`config.mk`:
```
export PLATFORM = sky130hd
export DESIGN_NAME = go_to_goal_pose_controller_core_flat
export DESIGN_NICKNAME = d
export VERILOG_FILES = /design/src/sv/ggpc_pkg.sv /design/src/sv/ggpc_if.sv /design/src/sv/go_to_goal_pose_controller_core.sv /design/src/sv/ggpc_mul.sv /design/src/sv/ggpc_cordic.sv /design/src/flat_wrapper.sv
export SDC_FILE = /design/constraint.sdc
export NUM_CORES = 2
export LEC_CHECK = 0
export BUFFER_PORTS_ARGS = -buffer_cell sky130_fd_sc_hd__buf_2
export CELL_PAD_IN_SITES_DETAIL_PLACEMENT = 1
export CELL_PAD_IN_SITES_GLOBAL_PLACEMENT = 1
export CORE_MARGIN = 2
export CORE_UTILIZATION = 40
export DETAILED_ROUTE_END_ITERATION = 8
export GPL_TIMING_DRIVEN = 0
export PLACE_DENSITY = 0.74
export SLEW_MARGIN = 0
export SYNTH_ARGS = -nofsm -noshare
export SYNTH_HDL_FRONTEND = slang
export SYNTH_SLANG_ARGS = --single-unit
```
`constraint.sdc`:
```
create_clock -name clk -period 18.3 [get_ports clk]
set_input_delay 4.575 -clock clk [delete_from_list [all_inputs] [get_ports clk]]
set_output_delay 4.575 -clock clk [all_outputs]
set_load 0.05 [all_outputs]
```
`src/sv/ggpc_pkg.sv`:
```
package ggpc_pkg;

  // Fixed-point formats.
  localparam int POS_FRAC_BITS   = 10;
  localparam int ANGLE_FRAC_BITS = 13;
  localparam int CORDIC_STEPS    = 16;

  // CORDIC datapath: Q.30 angles, 34-bit signed words.
  localparam int CW         = 34;
  localparam int ATAN_LEN   = 24;
  localparam int ATAN_IDX_W = $clog2(ATAN_LEN);
  localparam int CNT_W      = $clog2(CORDIC_STEPS);
  localparam int ANG_SHIFT  = 30 - ANGLE_FRAC_BITS;
  localparam int VEC_SHIFT  = 12;

  localparam logic signed [CW-1:0] PI_Q30      = 34'sd3373259426;
  localparam logic signed [CW-1:0] HALF_PI_Q30 = 34'sd1686629713;
  localparam logic signed [CW-1:0] GAIN_Q30    = 34'sd652032874;

  localparam logic signed [CW-1:0] ATAN_TAB [ATAN_LEN] = '{
    34'sd843314856, 34'sd497837829, 34'sd263043836, 34'sd133525158,
    34'sd67021686,  34'sd33543515,  34'sd16775850,  34'sd8388437,
    34'sd4194282,   34'sd2097149,   34'sd1048575,   34'sd524287,
    34'sd262143,    34'sd131071,    34'sd65535,     34'sd32767,
    34'sd16383,     34'sd8191,      34'sd4095,      34'sd2047,
    34'sd1023,      34'sd511,       34'sd255,       34'sd127
  };

  // Pi and two pi in the angle format, rounded to nearest.
  localparam longint PI_Q_L = (64'sd3373259426 + (64'sd1 << (ANG_SHIFT - 1))) >>> ANG_SHIFT;
  localparam logic signed [17:0] PI_Q  = 18'(PI_Q_L);
  localparam logic signed [17:0] TPI_Q = 18'(2 * PI_Q_L);

  // Gains in Q.16 and the slow-down rule, rescaled to the angle format.
  localparam logic signed [17:0] K_FWD = 18'sd39322;
  localparam logic signed [17:0] K_LAT = 18'sd22938;
  localparam logic signed [17:0] K_YAW = 18'sd88474;
  localparam int HEAD_LIM = (29491 + (1 << (15 - ANGLE_FRAC_BITS))) >> (16 - ANGLE_FRAC_BITS);
  localparam int SLOW_FWD = (7864 + (1 << (15 - ANGLE_FRAC_BITS))) >> (16 - ANGLE_FRAC_BITS);
  localparam int VEL_SHIFT = POS_FRAC_BITS + 32 - ANGLE_FRAC_BITS;

  typedef enum logic [1:0] {
    OP_START = 2'd0,
    OP_POSE  = 2'd1,
    OP_IMU   = 2'd2,
    OP_TICK  = 2'd3
  } op_t;

  typedef enum logic [2:0] {
    CFG_GOAL_X    = 3'd0,
    CFG_GOAL_Y    = 3'd1,
    CFG_RADIUS    = 3'd2,
    CFG_TURN_ANG  = 3'd3,
    CFG_TURN_TOL  = 3'd4,
    CFG_MAX_FWD   = 3'd5,
    CFG_MAX_LAT   = 3'd6,
    CFG_MAX_TURN  = 3'd7
  } cfg_idx_t;

  localparam logic [1:0] PH_WAIT = 2'd0;
  localparam logic [1:0] PH_NAV  = 2'd1;
  localparam logic [1:0] PH_ROT  = 2'd2;
  localparam logic [1:0] PH_DONE = 2'd3;

  // Command to the CORDIC unit.
  typedef struct packed {
    logic                 start;
    logic                 vec;
    logic signed [CW-1:0] x0;
    logic signed [CW-1:0] y0;
    logic signed [CW-1:0] z0;
  } cordic_cmd_t;

  // Wrap an angle into [-pi, pi] by steps of two pi.
  function automatic logic signed [15:0] wrap(input logic signed [17:0] a);
    logic signed [17:0] v;
    v = a;
    if (v > PI_Q) v = v - TPI_Q;
    if (v > PI_Q) v = v - TPI_Q;
    if (v < -PI_Q) v = v + TPI_Q;
    if (v < -PI_Q) v = v + TPI_Q;
    return v[15:0];
  endfunction

  // Right shift rounding to nearest, ties away from zero.
  function automatic logic signed [52:0] rshr(input logic signed [52:0] v, input int s);
    logic signed [52:0] h;
    h = 53'sd1 <<< (s - 1);
    if (v < 0) return (v + h - 53'sd1) >>> s;
    return (v + h) >>> s;
  endfunction

endpackage

```
`src/sv/ggpc_if.sv`:
```
interface ggpc_cmd_if;
  logic               valid;
  logic               ready;
  logic [1:0]         opcode;
  logic signed [15:0] pos_x;
  logic signed [15:0] pos_y;
  logic signed [15:0] heading;
  logic               pose_valid;

  modport source (output valid, opcode, pos_x, pos_y, heading, pose_valid, input ready);
  modport sink (input valid, opcode, pos_x, pos_y, heading, pose_valid, output ready);
endinterface

interface ggpc_res_if;
  logic               valid;
  logic               ready;
  logic [13:0]        forward_vel;
  logic signed [14:0] lateral_vel;
  logic signed [14:0] turn_vel;
  logic [1:0]         phase;
  logic               arrived;

  modport source (output valid, forward_vel, lateral_vel, turn_vel, phase, arrived,
                  input ready);
  modport sink (input valid, forward_vel, lateral_vel, turn_vel, phase, arrived,
                output ready);
endinterface

```
`src/sv/go_to_goal_pose_controller_core.sv`:
```
// Go-to-goal pose controller core.
// Items arrive on the cmd channel (valid/ready): start, pose, IMU yaw or
// control tick. Only a control tick yields an item on the res channel: the
// body-frame velocity command, the phase and the arrival flag.
// Start, pose and IMU items are handled in the cycle that accepts them, and a
// tick while waiting (no goal or no feedback) goes straight to the output step.
// A navigating tick runs two 16-step CORDIC passes (sin/cos of yaw, then
// atan2 of the offset) and ten passes through the shared 18x34 multiplier. A
// rotating tick and the tick on which the goal is reached skip the CORDIC
// passes. The result is registered in the output step. cmd.ready is high
// only while no item is in work. The user must write configuration through
// cfg_we/cfg_index/cfg_wdata only while idle; the block does not enforce it.
// Reset (rst, synchronous) clears navigation and feedback state, restores the
// register defaults and empties the output register. The result sits in an
// output register; a new item is accepted while it waits, but a following
// tick holds in its last step until res.ready takes the previous result.
module go_to_goal_pose_controller_core import ggpc_pkg::*; (
  input  logic        clk,
  input  logic        rst,
  ggpc_cmd_if.sink    cmd,
  ggpc_res_if.source  res,
  input  logic        cfg_we,
  input  logic [2:0]  cfg_index,
  input  logic [15:0] cfg_wdata
);

  typedef enum logic [4:0] {
    S_IDLE, S_DIFF, S_SQX, S_SQY, S_SQR, S_ARRIVE, S_RERR, S_RMUL, S_RFIN,
    S_SCSTART, S_SCRUN, S_FB1, S_FB2, S_FB3, S_FB4, S_FB5, S_FWD, S_LAT,
    S_LATR, S_ATSTART, S_ATRUN, S_AERR, S_AMUL, S_AFIN, S_OUT
  } state_t;

  state_t state;

  // Configuration registers.
  logic signed [15:0] goal_x, goal_y;
  logic [12:0] arrive_radius;
  logic [14:0] turn_angle;
  logic [13:0] turn_tolerance, max_forward, max_lateral, max_turn_rate;

  // Controller state.
  logic navigating, rotating, have_pose, have_yaw;
  logic signed [15:0] rotate_goal_yaw, cur_x, cur_y, cur_yaw;

  // Working registers.
  logic signed [16:0]   dx, dy;
  logic signed [52:0]   acc;
  logic signed [CW-1:0] cv, sv, fbs, lbs;
  logic signed [15:0]   err, ang;
  logic                 neg;
  logic [13:0]          w_fwd;
  logic signed [14:0]   w_lat, w_turn;
  logic [1:0]           w_phase;
  logic                 w_arr;

  // Shared units.
  logic signed [17:0]   mul_a;
  logic signed [CW-1:0] mul_b;
  logic signed [51:0]   mul_p;
  cordic_cmd_t          ccmd;
  logic                 c_done;
  logic signed [CW-1:0] c_x, c_y, c_z;

  ggpc_mul u_mul (.clk(clk), .a(mul_a), .b(mul_b), .p(mul_p));

  ggpc_cordic u_cordic (
    .clk(clk), .rst(rst), .cmd(ccmd), .done(c_done), .x(c_x), .y(c_y), .z(c_z)
  );

  assign cmd.ready = (state == S_IDLE);

  // Multiplier operand selection.
  always_comb begin
    mul_a = '0;
    mul_b = '0;
    unique case (state)
      S_SQX:   begin mul_a = 18'(dx);            mul_b = CW'(dx); end
      S_SQY:   begin mul_a = 18'(dy);            mul_b = CW'(dy); end
      S_SQR:   begin mul_a = 18'(arrive_radius); mul_b = CW'(arrive_radius); end
      S_RMUL:  begin mul_a = K_YAW;              mul_b = CW'(err); end
      S_FB1:   begin mul_a = 18'(dx);            mul_b = cv; end
      S_FB2:   begin mul_a = 18'(dy);            mul_b = sv; end
      S_FB3:   begin mul_a = 18'(dy);            mul_b = cv; end
      S_FB4:   begin mul_a = 18'(dx);            mul_b = sv; end
      S_FB5:   begin mul_a = K_FWD;              mul_b = fbs; end
      S_LAT:   begin mul_a = K_LAT;              mul_b = lbs; end
      S_AMUL:  begin mul_a = K_YAW;              mul_b = CW'(err); end
      default: begin mul_a = '0;                 mul_b = '0; end
    endcase
  end

  // CORDIC start: sin/cos of the yaw, or atan2 of the goal offset.
  logic signed [CW-1:0] sc_z;
  always_comb begin
    ccmd       = '0;
    sc_z       = CW'(wrap(18'(cur_yaw))) <<< ANG_SHIFT;
    if (sc_z > HALF_PI_Q30) sc_z = sc_z - PI_Q30;
    else if (sc_z < -HALF_PI_Q30) sc_z = sc_z + PI_Q30;
    if (state == S_SCSTART) begin
      ccmd.start = 1'b1;
      ccmd.vec   = 1'b0;
      ccmd.x0    = GAIN_Q30;
      ccmd.y0    = '0;
      ccmd.z0    = sc_z;
    end else if (state == S_ATSTART) begin
      ccmd.start = 1'b1;
      ccmd.vec   = 1'b1;
      ccmd.x0    = CW'(dx) <<< VEC_SHIFT;
      ccmd.y0    = CW'(dy) <<< VEC_SHIFT;
      ccmd.z0    = '0;
      if (dx < 0) begin
        ccmd.x0 = -(CW'(dx) <<< VEC_SHIFT);
        ccmd.y0 = -(CW'(dy) <<< VEC_SHIFT);
        ccmd.z0 = (dy >= 0) ? PI_Q30 : -PI_Q30;
      end
    end
  end

  // Rounded and clamped results from the multiplier output.
  logic signed [52:0] p_fwd, p_lat, p_turn, r_acc, r_z;
  logic signed [23:0] v_fwd, v_lat;
  logic signed [19:0] v_turn;
  logic signed [14:0] turn_cl;
  logic [16:0]        err_mag;
  logic signed [23:0] fwd_lim, lat_lim;
  logic signed [19:0] turn_lim;
  always_comb begin
    p_fwd    = rshr(53'(mul_p), VEL_SHIFT);
    p_lat    = rshr(53'(mul_p), VEL_SHIFT);
    p_turn   = rshr(53'(mul_p), 16);
    r_acc    = rshr(acc, 14);
    r_z      = rshr(53'(c_z), ANG_SHIFT);
    v_fwd    = p_fwd[23:0];
    v_lat    = p_lat[23:0];
    v_turn   = p_turn[19:0];
    fwd_lim  = 24'(max_forward);
    lat_lim  = 24'(max_lateral);
    turn_lim = 20'(max_turn_rate);
    if (v_turn < -turn_lim) turn_cl = -15'(max_turn_rate);
    else if (v_turn > turn_lim) turn_cl = 15'(max_turn_rate);
    else turn_cl = v_turn[14:0];
    err_mag = (err < 0) ? 17'(-17'(err)) : 17'(err);
  end

  // Sequencer, state and output register.
  always_ff @(posedge clk) begin
    if (rst) begin
      state           <= S_IDLE;
      goal_x          <= -16'sd102;
      goal_y          <= 16'sd1638;
      arrive_radius   <= 13'd205;
      turn_angle      <= 15'd21447;
      turn_tolerance  <= 14'd655;
      max_forward     <= 14'd2294;
      max_lateral     <= 14'd819;
      max_turn_rate   <= 14'd5734;
      navigating      <= 1'b0;
      rotating        <= 1'b0;
      have_pose       <= 1'b0;
      have_yaw        <= 1'b0;
      rotate_goal_yaw <= '0;
      cur_x           <= '0;
      cur_y           <= '0;
      cur_yaw         <= '0;
      res.valid       <= 1'b0;
    end else begin
      // The output step reloads the register itself when it is taken.
      if (res.valid && res.ready && state != S_OUT) res.valid <= 1'b0;

      if (cfg_we) begin
        unique case (cfg_idx_t'(cfg_index))
          CFG_GOAL_X:   goal_x         <= cfg_wdata;
          CFG_GOAL_Y:   goal_y         <= cfg_wdata;
          CFG_RADIUS:   arrive_radius  <= cfg_wdata[12:0];
          CFG_TURN_ANG: turn_angle     <= cfg_wdata[14:0];
          CFG_TURN_TOL: turn_tolerance <= cfg_wdata[13:0];
          CFG_MAX_FWD:  max_forward    <= cfg_wdata[13:0];
          CFG_MAX_LAT:  max_lateral    <= cfg_wdata[13:0];
          CFG_MAX_TURN: max_turn_rate  <= cfg_wdata[13:0];
        endcase
      end

      unique case (state)
        S_IDLE: begin
          if (cmd.valid) begin
            unique case (op_t'(cmd.opcode))
              OP_START: begin
                navigating <= 1'b1;
                rotating   <= 1'b0;
              end
              OP_POSE: begin
                if (cmd.pose_valid) begin
                  cur_x     <= cmd.pos_x;
                  cur_y     <= cmd.pos_y;
                  cur_yaw   <= cmd.heading;
                  have_pose <= 1'b1;
                  have_yaw  <= 1'b1;
                end
              end
              OP_IMU: begin
                cur_yaw  <= cmd.heading;
                have_yaw <= 1'b1;
              end
              OP_TICK: begin
                w_fwd   <= '0;
                w_lat   <= '0;
                w_turn  <= '0;
                w_phase <= PH_WAIT;
                w_arr   <= 1'b0;
                if ((navigating || rotating) && have_pose && have_yaw) state <= S_DIFF;
                else state <= S_OUT;
              end
            endcase
          end
        end
        S_DIFF: begin
          dx    <= 17'(goal_x) - 17'(cur_x);
          dy    <= 17'(goal_y) - 17'(cur_y);
          state <= navigating ? S_SQX : S_RERR;
        end
        S_SQX: state <= S_SQY;
        S_SQY: begin
          acc   <= 53'(mul_p);
          state <= S_SQR;
        end
        S_SQR: begin
          acc   <= acc + 53'(mul_p);
          state <= S_ARRIVE;
        end
        S_ARRIVE: begin
          if (acc <= 53'(mul_p)) begin
            navigating      <= 1'b0;
            rotating        <= 1'b1;
            rotate_goal_yaw <= wrap(18'(cur_yaw) - 18'(turn_angle));
            w_arr           <= 1'b1;
            state           <= S_RERR;
          end else begin
            state <= S_SCSTART;
          end
        end
        // Rotation in place.
        S_RERR: begin
          err   <= wrap(18'(rotate_goal_yaw) - 18'(cur_yaw));
          state <= S_RMUL;
        end
        S_RMUL: state <= S_RFIN;
        S_RFIN: begin
          if (err_mag <= 17'(turn_tolerance)) begin
            rotating <= 1'b0;
            w_turn   <= '0;
            w_phase  <= PH_DONE;
          end else begin
            w_turn  <= turn_cl;
            w_phase <= PH_ROT;
          end
          state <= S_OUT;
        end
        // Navigation: rotate the offset into the body frame.
        S_SCSTART: begin
          neg   <= (CW'(wrap(18'(cur_yaw))) <<< ANG_SHIFT > HALF_PI_Q30) ||
                   (CW'(wrap(18'(cur_yaw))) <<< ANG_SHIFT < -HALF_PI_Q30);
          state <= S_SCRUN;
        end
        S_SCRUN: begin
          if (c_done) begin
            cv    <= neg ? -c_x : c_x;
            sv    <= neg ? -c_y : c_y;
            state <= S_FB1;
          end
        end
        S_FB1: state <= S_FB2;
        S_FB2: begin
          acc   <= 53'(mul_p);
          state <= S_FB3;
        end
        S_FB3: begin
          acc   <= acc + 53'(mul_p);
          state <= S_FB4;
        end
        S_FB4: begin
          fbs   <= r_acc[CW-1:0];
          acc   <= 53'(mul_p);
          state <= S_FB5;
        end
        S_FB5: begin
          acc   <= acc - 53'(mul_p);
          state <= S_FWD;
        end
        S_FWD: begin
          if (v_fwd < 0) w_fwd <= '0;
          else if (v_fwd > fwd_lim) w_fwd <= max_forward;
          else w_fwd <= v_fwd[13:0];
          lbs   <= r_acc[CW-1:0];
          state <= S_LAT;
        end
        S_LAT: state <= S_LATR;
        S_LATR: begin
          if (v_lat < -lat_lim) w_lat <= -15'(max_lateral);
          else if (v_lat > lat_lim) w_lat <= 15'(max_lateral);
          else w_lat <= v_lat[14:0];
          state <= S_ATSTART;
        end
        // Heading to the goal.
        S_ATSTART: state <= S_ATRUN;
        S_ATRUN: begin
          if (c_done) begin
            if (dx == 0 && dy == 0) ang <= '0;
            else ang <= wrap(r_z[17:0]);
            state <= S_AERR;
          end
        end
        S_AERR: begin
          err   <= wrap(18'(ang) - 18'(cur_yaw));
          state <= S_AMUL;
        end
        S_AMUL: state <= S_AFIN;
        S_AFIN: begin
          w_turn  <= turn_cl;
          w_phase <= PH_NAV;
          if (err_mag > 17'(HEAD_LIM) && w_fwd > 14'(SLOW_FWD)) w_fwd <= 14'(SLOW_FWD);
          state <= S_OUT;
        end
        S_OUT: begin
          if (!res.valid || res.ready) begin
            res.valid       <= 1'b1;
            res.forward_vel <= w_fwd;
            res.lateral_vel <= w_lat;
            res.turn_vel    <= w_turn;
            res.phase       <= w_phase;
            res.arrived     <= w_arr;
            state           <= S_IDLE;
          end
        end
        default: state <= S_IDLE;
      endcase
    end
  end

  // Navigation and rotation never run together.
  a_modes_excl: assert property (@(posedge clk) disable iff (rst)
    !(navigating && rotating)) else $error("nav and rotate both active");

  // A waiting result carries no motion.
  a_wait_zero: assert property (@(posedge clk) disable iff (rst)
    res.valid && res.phase == PH_WAIT |->
      res.forward_vel == 0 && res.lateral_vel == 0 && res.turn_vel == 0 && !res.arrived)
    else $error("motion in waiting result");

  // Rotating results do not translate.
  a_rot_still: assert property (@(posedge clk) disable iff (rst)
    res.valid && (res.phase == PH_ROT || res.phase == PH_DONE) |->
      res.forward_vel == 0 && res.lateral_vel == 0)
    else $error("translation while rotating");

  // Arrival always starts the rotation on the same tick.
  a_arrive_rot: assert property (@(posedge clk) disable iff (rst)
    res.valid && res.arrived |-> (res.phase == PH_ROT || res.phase == PH_DONE))
    else $error("arrival without rotation phase");

  // A tick keeps the block busy in the following cycle.
  a_tick_busy: assert property (@(posedge clk) disable iff (rst)
    cmd.valid && cmd.ready && cmd.opcode == OP_TICK |=> !cmd.ready)
    else $error("ready right after a tick");

endmodule

```
`src/sv/ggpc_mul.sv`:
```
module ggpc_mul import ggpc_pkg::*; (
  input  logic                 clk,
  input  logic signed [17:0]   a,
  input  logic signed [CW-1:0] b,
  output logic signed [51:0]   p
);

  // Shared signed multiplier; the product is registered.
  always_ff @(posedge clk) begin
    p <= a * b;
  end

endmodule

```
`src/sv/ggpc_cordic.sv`:
```
module ggpc_cordic import ggpc_pkg::*; (
  input  logic                 clk,
  input  logic                 rst,
  input  cordic_cmd_t          cmd,
  output logic                 done,
  output logic signed [CW-1:0] x,
  output logic signed [CW-1:0] y,
  output logic signed [CW-1:0] z
);

  logic             busy;
  logic             vec;
  logic [CNT_W-1:0] cnt;
  logic signed [CW-1:0] xs, ys, at;
  logic             ccw;

  // One micro-rotation per cycle.
  always_comb begin
    xs  = x >>> cnt;
    ys  = y >>> cnt;
    at  = ATAN_TAB[ATAN_IDX_W'(cnt)];
    ccw = vec ? (y <= 0) : (z >= 0);
  end

  always_ff @(posedge clk) begin
    if (rst) begin
      busy <= 1'b0;
      done <= 1'b0;
      cnt  <= '0;
    end else begin
      done <= 1'b0;
      if (cmd.start) begin
        busy <= 1'b1;
        vec  <= cmd.vec;
        cnt  <= '0;
        x    <= cmd.x0;
        y    <= cmd.y0;
        z    <= cmd.z0;
      end else if (busy) begin
        if (ccw) begin
          x <= x - ys;
          y <= y + xs;
          z <= z - at;
        end else begin
          x <= x + ys;
          y <= y - xs;
          z <= z + at;
        end
        if (cnt == CNT_W'(CORDIC_STEPS - 1)) begin
          busy <= 1'b0;
          done <= 1'b1;
        end else begin
          cnt <= cnt + 1'b1;
        end
      end
    end
  end

endmodule

```
`src/flat_wrapper.sv`:
```
// flat-port wrapper written by rule: the top's interface ports become plain ports
module go_to_goal_pose_controller_core_flat import ggpc_pkg::*;
  (clk, rst, cfg_we, cfg_index, cfg_wdata, cmd_valid, cmd_opcode, cmd_pos_x, cmd_pos_y, cmd_heading, cmd_pose_valid, cmd_ready, res_valid, res_forward_vel, res_lateral_vel, res_turn_vel, res_phase, res_arrived, res_ready);
  ggpc_cmd_if cmd_i ();
  ggpc_res_if res_i ();
  input  logic clk;
  input  logic rst;
  input  logic cfg_we;
  input  logic [2:0] cfg_index;
  input  logic [15:0] cfg_wdata;
  input wire logic [$bits(cmd_i.valid)-1:0] cmd_valid;
  input wire logic [$bits(cmd_i.opcode)-1:0] cmd_opcode;
  input wire logic [$bits(cmd_i.pos_x)-1:0] cmd_pos_x;
  input wire logic [$bits(cmd_i.pos_y)-1:0] cmd_pos_y;
  input wire logic [$bits(cmd_i.heading)-1:0] cmd_heading;
  input wire logic [$bits(cmd_i.pose_valid)-1:0] cmd_pose_valid;
  output wire logic [$bits(cmd_i.ready)-1:0] cmd_ready;
  output wire logic [$bits(res_i.valid)-1:0] res_valid;
  output wire logic [$bits(res_i.forward_vel)-1:0] res_forward_vel;
  output wire logic [$bits(res_i.lateral_vel)-1:0] res_lateral_vel;
  output wire logic [$bits(res_i.turn_vel)-1:0] res_turn_vel;
  output wire logic [$bits(res_i.phase)-1:0] res_phase;
  output wire logic [$bits(res_i.arrived)-1:0] res_arrived;
  input wire logic [$bits(res_i.ready)-1:0] res_ready;
  assign cmd_i.valid = cmd_valid;
  assign cmd_i.opcode = cmd_opcode;
  assign cmd_i.pos_x = cmd_pos_x;
  assign cmd_i.pos_y = cmd_pos_y;
  assign cmd_i.heading = cmd_heading;
  assign cmd_i.pose_valid = cmd_pose_valid;
  assign cmd_ready = cmd_i.ready;
  assign res_valid = res_i.valid;
  assign res_forward_vel = res_i.forward_vel;
  assign res_lateral_vel = res_i.lateral_vel;
  assign res_turn_vel = res_i.turn_vel;
  assign res_phase = res_i.phase;
  assign res_arrived = res_i.arrived;
  assign res_i.ready = res_ready;
  go_to_goal_pose_controller_core u_core (.clk(clk), .rst(rst), .cmd(cmd_i), .res(res_i), .cfg_we(cfg_we), .cfg_index(cfg_index), .cfg_wdata(cfg_wdata));
endmodule
```
Yosys cells after proc, flatten, opt, wreduce, memory -nomap -nowiden
Memories as Yosys holds them, arrays and structs flattened. Index checks and enable logic that the tools add are counted.

ROM bits: 1088. Bits in writable memories: 0. Output and inout port bits: 49. Bits in latches: 0. Register bits after elaboration: 701. Memories kept: 1. Input port bits: 75.

Divide/modulo/power cells: 0. Mux-type cells: 151. Equality and inequality tests: 46. Multipliers: 1. Order comparisons: 46. Bitwise logic cells: 4. Shift-type cells: 2. $add $sub $neg: 56. Reductions and logical operators: 64.

Memories: (no name shown) (words 32, width 34, rd ports 1, clocked after Yosys merged registers in 0, wr ports 0, line ggpc_cordic.sv:21) `at = ATAN_TAB[ATAN_IDX_W'(cnt)];`.

Operators with widths (number): 18-bit 2-to-1 mux (58); 34-bit 2-to-1 mux (18); 34-bit one-hot mux with 8 select lines (1); 18-bit by 16-bit < comparator with 1-bit output, second input constant (12); 104-bit 2-to-1 mux (2); 18-bit by 16-bit > comparator with 1-bit output, second input constant (10); 18-bit by 17-bit subtractor with 18-bit output, second input constant (10); 53-bit one-hot mux with 3 select lines (1); 16-bit 2-to-1 mux (9); 5-bit one-hot mux with 24 select lines (1); 18-bit by 17-bit adder with 18-bit output, second input constant (6); 18-bit one-hot mux with 6 select lines (1); 15-bit 2-to-1 mux (7); 34-bit adder (3); 102-bit 2-to-1 mux (1); 34-bit subtractor (3); 16-bit by 15-bit adder with 16-bit output, second input constant (6); 16-bit by 16-bit subtractor with 17-bit output (5); 14-bit 2-to-1 mux (5); 29-bit negator with 34-bit output (2); 34-bit negator (2); 34-bit by 4-bit >>> shifter with 34-bit output (2); 33-bit by 32-bit > comparator with 1-bit output, second input constant (2); 33-bit by 32-bit < comparator with 1-bit output, second input constant (2); 84 further kinds (201).

Logic depth before layout (Yosys ltp)
Depth in word-level cells: 24. Gate-level depth with buffers: 45.

Cells and area by module
Synthesis repeated with hierarchy kept, for this count alone.

Cell total of the unflattened synthesis: 10513. Area, all modules: 87208.6 µm².

By module, submodules not included: go_to_goal_pose_controller_core (cells each 6156, sequential area each 14313.7 µm², area an instance 49414.9 µm², instances 1); ggpc_mul (cells each 2472, sequential area each 1041.0 µm², area an instance 22161.3 µm², instances 1); ggpc_cordic (cells each 1885, sequential area each 3213.1 µm², area an instance 15632.5 µm², instances 1).

Worst setup path after synthesis
Ideal clock, no wire load.

Path type: input to register. Start: in rst. End: reg u_core.u_cordic.x[0], enable pin. Cell stages on the path: 4. Path slack: 8302 ps. Arrival time: 9435 ps. Path through: clkbuf_1 > clkbuf_1 > clkbuf_1 > nor2_1.

Cells in the longest elaborated chain, start to end: 2.

RTL lines: start: declaration (line flat_wrapper.sv:7) `input logic rst;`; 1-bit NOT (no line); 2-bit AND reduction (no line); end signal: assignment (line ggpc_cordic.sv:36) `x <= cmd.x0;`; end signal: assignment (line ggpc_cordic.sv:41) `x <= x - ys;`; end signal: assignment (line ggpc_cordic.sv:45) `x <= x + ys;`; end: declaration (line ggpc_cordic.sv:6) `output logic signed [CW-1:0] x,`.

No other way between the ends. A chain may end at the register's enable or synchronous reset.

Worst setup path in the final report
Start: reg u_core.state[3]. End: reg u_core.u_mul.p[50].

Cells in the longest elaborated chain, start to end: 4.

RTL lines: start: declaration (line go_to_goal_pose_controller_core.sv:33) `state_t state;`; start signal: assignment (line go_to_goal_pose_controller_core.sv:219) `state <= navigating ? S_SQX : S_RERR;`; 5-bit by 2-bit equality test with 1-bit output (tied with other cells) (line go_to_goal_pose_controller_core.sv:76) `unique case (state)`; 3-bit OR reduction (no line) or 2-bit OR reduction (tied branches); 18-bit one-hot mux with 6 select lines or 34-bit one-hot mux with 8 select lines (tied branches) (line go_to_goal_pose_controller_core.sv:76); 18-bit by 34-bit multiplier with 52-bit output (*) (line ggpc_mul.sv:10) `p <= a * b;`; end signal: assignment (line ggpc_mul.sv:10); end: declaration (line ggpc_mul.sv:5) `output logic signed [51:0] p`.

Mark *: on every way between the ends. The rest lies on a longest branch, timed or not.

==> impl_metrics.yaml <==
synth:
  syn_inst: 9948
  yosys.area.top_type: "edfxtp_1"
  yosys-top-cells-count: "nand2_1 (1,318), inv_1 (1,011), nor2_1 (796)"
  yosys_warnings: 0
  synth_edf_count: 453
  syn_area_mm2: 0.0826
  yosys.cell_count.top_type: "nand2_1"
  synth_top_area_share_pct: 16.5
  synthTopCellsByArea: "edfxtp_1 (16%), fa_1 (14%), ha_1 (8.5%)"
  ys_seq_area_share_pct: 22.5
  syn-num-nets: 11200
  async_flop_share_pct: 0
  yosys.cell_types.count: 122
  synth-main-ff-cell: "edfxtp_1"
  synth_area_per_cell_um2: 8.30
  ys_ff_latch: 701
die:
  dieArea_mm2: 0.210
  rows: 166
  die_x_um: 458
  core_mm2: 0.205
  boundaryPins: 124
  die_y_um: 458
  initial_core_util_pct: 40.3
clock_tree:
  cts_hold_buf: 0
  cts_buffers: 88
  clkTransAtPathRegs_ps: 70
  postCtsSetupRepairBufs: 0
  cts_sinks: 701
  clock_latency_ps: 760
  cts-root-buf: "clkbuf_16"
  htreeDepth: 3
  clockBufferDepth: 3
  cts_resized: 0
  cts_tree: "done"
global_route:
  gr-total-overflow: 0
  gr-usage-all-layers_pct: 31.9
  first_global_vias: 80900
  grt_max_degree: 33
  grt_pass1_wl_mm: 513
  antenna_found_initial: 19
place:
  place_congestion: 0.969
  port_buffers: 108
  placed_area_mm2: 0.0870
  place_hpwl_mm: 279
worst_setup_path:
  crit_path_max_incr_delay_ps: 760
  r2r-start: "u_core.state[3]$_SDFFE_PP0P_"
  cp_max_fo: 10
  path_class: "reg -> reg"
  required_ps: 18890
  cp_common_cell: "fa_1"
  slowest_stage: "a21oi_1"
  r2r-end: "u_core.u_mul.p[50]$_DFF_P_"
  crit_arrival_ps: 14450
  reg2reg_depth: 40
  cp-end-kind: "flip-flop"
  reg2reg_setup_slack_ps: 4440
  start_kind: "flip-flop"
pwr:
  ir_drop_mv: 0.111
  powerDensity_mw_per_mm2: 102
  p_leak_uw: 0.0367
detailed_routing:
  drtIter0Drc: 6604
  first_pass_iters: 7
  wl_per_cell_um: 26.4
  num_vias: 77800
  drcViolationCount: 0
  viasPerCell: 6.00
  ant_nets: 0
  wirelength_mm: 343
min_path:
  whs_endpoint: "u_core.res.phase[1]$_DFFE_PP_"
  hold_path_class: "reg -> reg"
  holdCritStartpoint: "u_core.w_phase[1]$_SDFFCE_PN0P_"
  whs_path_depth: 0
timing:
  tightest_slew_ps: 1450
  slew_headroom_pct: 3.18
  rsz0062_at_grt: "false"
  finalSetupViolations: 0
  hold_viol_final: 0
  fmax_mhz: 72.1
  period_needed_ps: 13860
  skew_ps: 58.7
  slew_viol_final: 0
  fin_crit_sh_pct: 75.7
  fin_setup_tns_ps: 0
cells_and_area:
  top_register: "u_core.acc"
  area_growth_pct: 9.08
  top_regs: "u_core.acc (53), u_core.u_mul.p (52)"
  final_nets: 11400
  largest_reg_flops: 53
  drive_above_1_share_pct: 5.36
  fin_area_mm2: 0.0900
status:
  status: "finished clean"
job:
  drv_cap: 0
cell families (layout without fill, tap and decap cells):
kind of cell | Yosys count | in the layout | share of synthesized area (%)
xor+xnor | 678 | 678 | 7.27
fa+ha+maj | 1155 | 1155 | 22.9
other cells | 0 | 10 | 0
simple gates | 3386 | 3386 | 19.0
compound gates | 2352 | 2352 | 18.7
flops | 701 | 701 | 22.5
mux | 182 | 182 | 2.72
buf+inv | 1494 | 1809 | 6.87
cells in the final DEF, fill, tap and decap left out, types with 95 or more instances in the layout:
cell type	instances
nor2b_1	130
clkbuf_1	422
xnor2_1	460
and3_1	95
inv_1	1011
fa_1	596
mux2i_1	125
o21ai_0	444
o22ai_1	96
dfxtp_1	248
nor3_1	209
xor2_1	211
a21o_1	150
nor2_1	795
nand2b_1	114
a21oi_1	634
edfxtp_1	453
nand2_1	1318
buf_2	127
nand3_1	207
ha_1	559
critical path, delay by kind of cell (launching register included):
kind | cells | cell delay, ps
xor+xnor | 1 | 590
compound gates | 15 | 4720
buf+inv | 10 | 2540
flops | 1 | 300
fa+ha+maj | 7 | 3430
simple gates | 7 | 2050
layout make-up:
class                      instances  area [um^2]
timing repair buffer             149         1020
buffer                           477         1850
clock inverter                    50          520
inverter                        1017         3820
tap                             2688         3360
antenna                           10         25.0
clock buffer                     116         2450
multi-input combinational       7753        58400
fill                           24600       115000
sequential                       701        18600
per-stage QoR:
stage	power [uW]	instances	util, %	setup slack (ps)	hold slack, ps
after CTS	9100	13000	44.0	4880	420
after global routing	9700	13000	44.0	4030	426
final	9180	13000	44.0	4440	420
after floorplan	5600	9948	-	8300	400
after detailed placement	7240	12800	42.5	4940	406
after global placement	7080	12700	42.2	4730	403
report_power, final:
part | switching [uW] | internal (uW)
sequential | 180 | 1970
combinational | 3470 | 1730
clock | 802 | 1030
worst max-delay path by stage:
stage / from / end / slack [ps] / cells past startpoint
finish: u_core.state[3]$_SDFFE_PP0P_ / u_core.u_mul.p[50]$_DFF_P_ / 4440 / 40
floorplan: rst / u_core.u_cordic.x[0]$_SDFFCE_PN0P_ / 8300 / 4
CTS: u_core.state[3]$_SDFFE_PP0P_ / u_core.u_mul.p[50]$_DFF_P_ / 4880 / 41
global route: u_core.state[3]$_SDFFE_PP0P_ / u_core.u_mul.p[50]$_DFF_P_ / 4030 / 41
global placement: rst / u_core.acc[13]$_DFFE_PP_ / 4730 / 4
detailed placement: u_core.state[3]$_SDFFE_PP0P_ / u_core.u_mul.p[50]$_DFF_P_ / 4940 / 38
layer usage:
metal / share of wire, % / vias up / GRT usage [%]
met2: 47 / 2513 / 52.8
met5: 0.025 / - / 0
met1: 41 / 39500 / 40.3
li1: - / 35100 / -
met3: 5.6 / 709 / 3.99
met4: 6.6 / 14 / 17.9
Note: power is estimated with default switching activity, not from simulation.
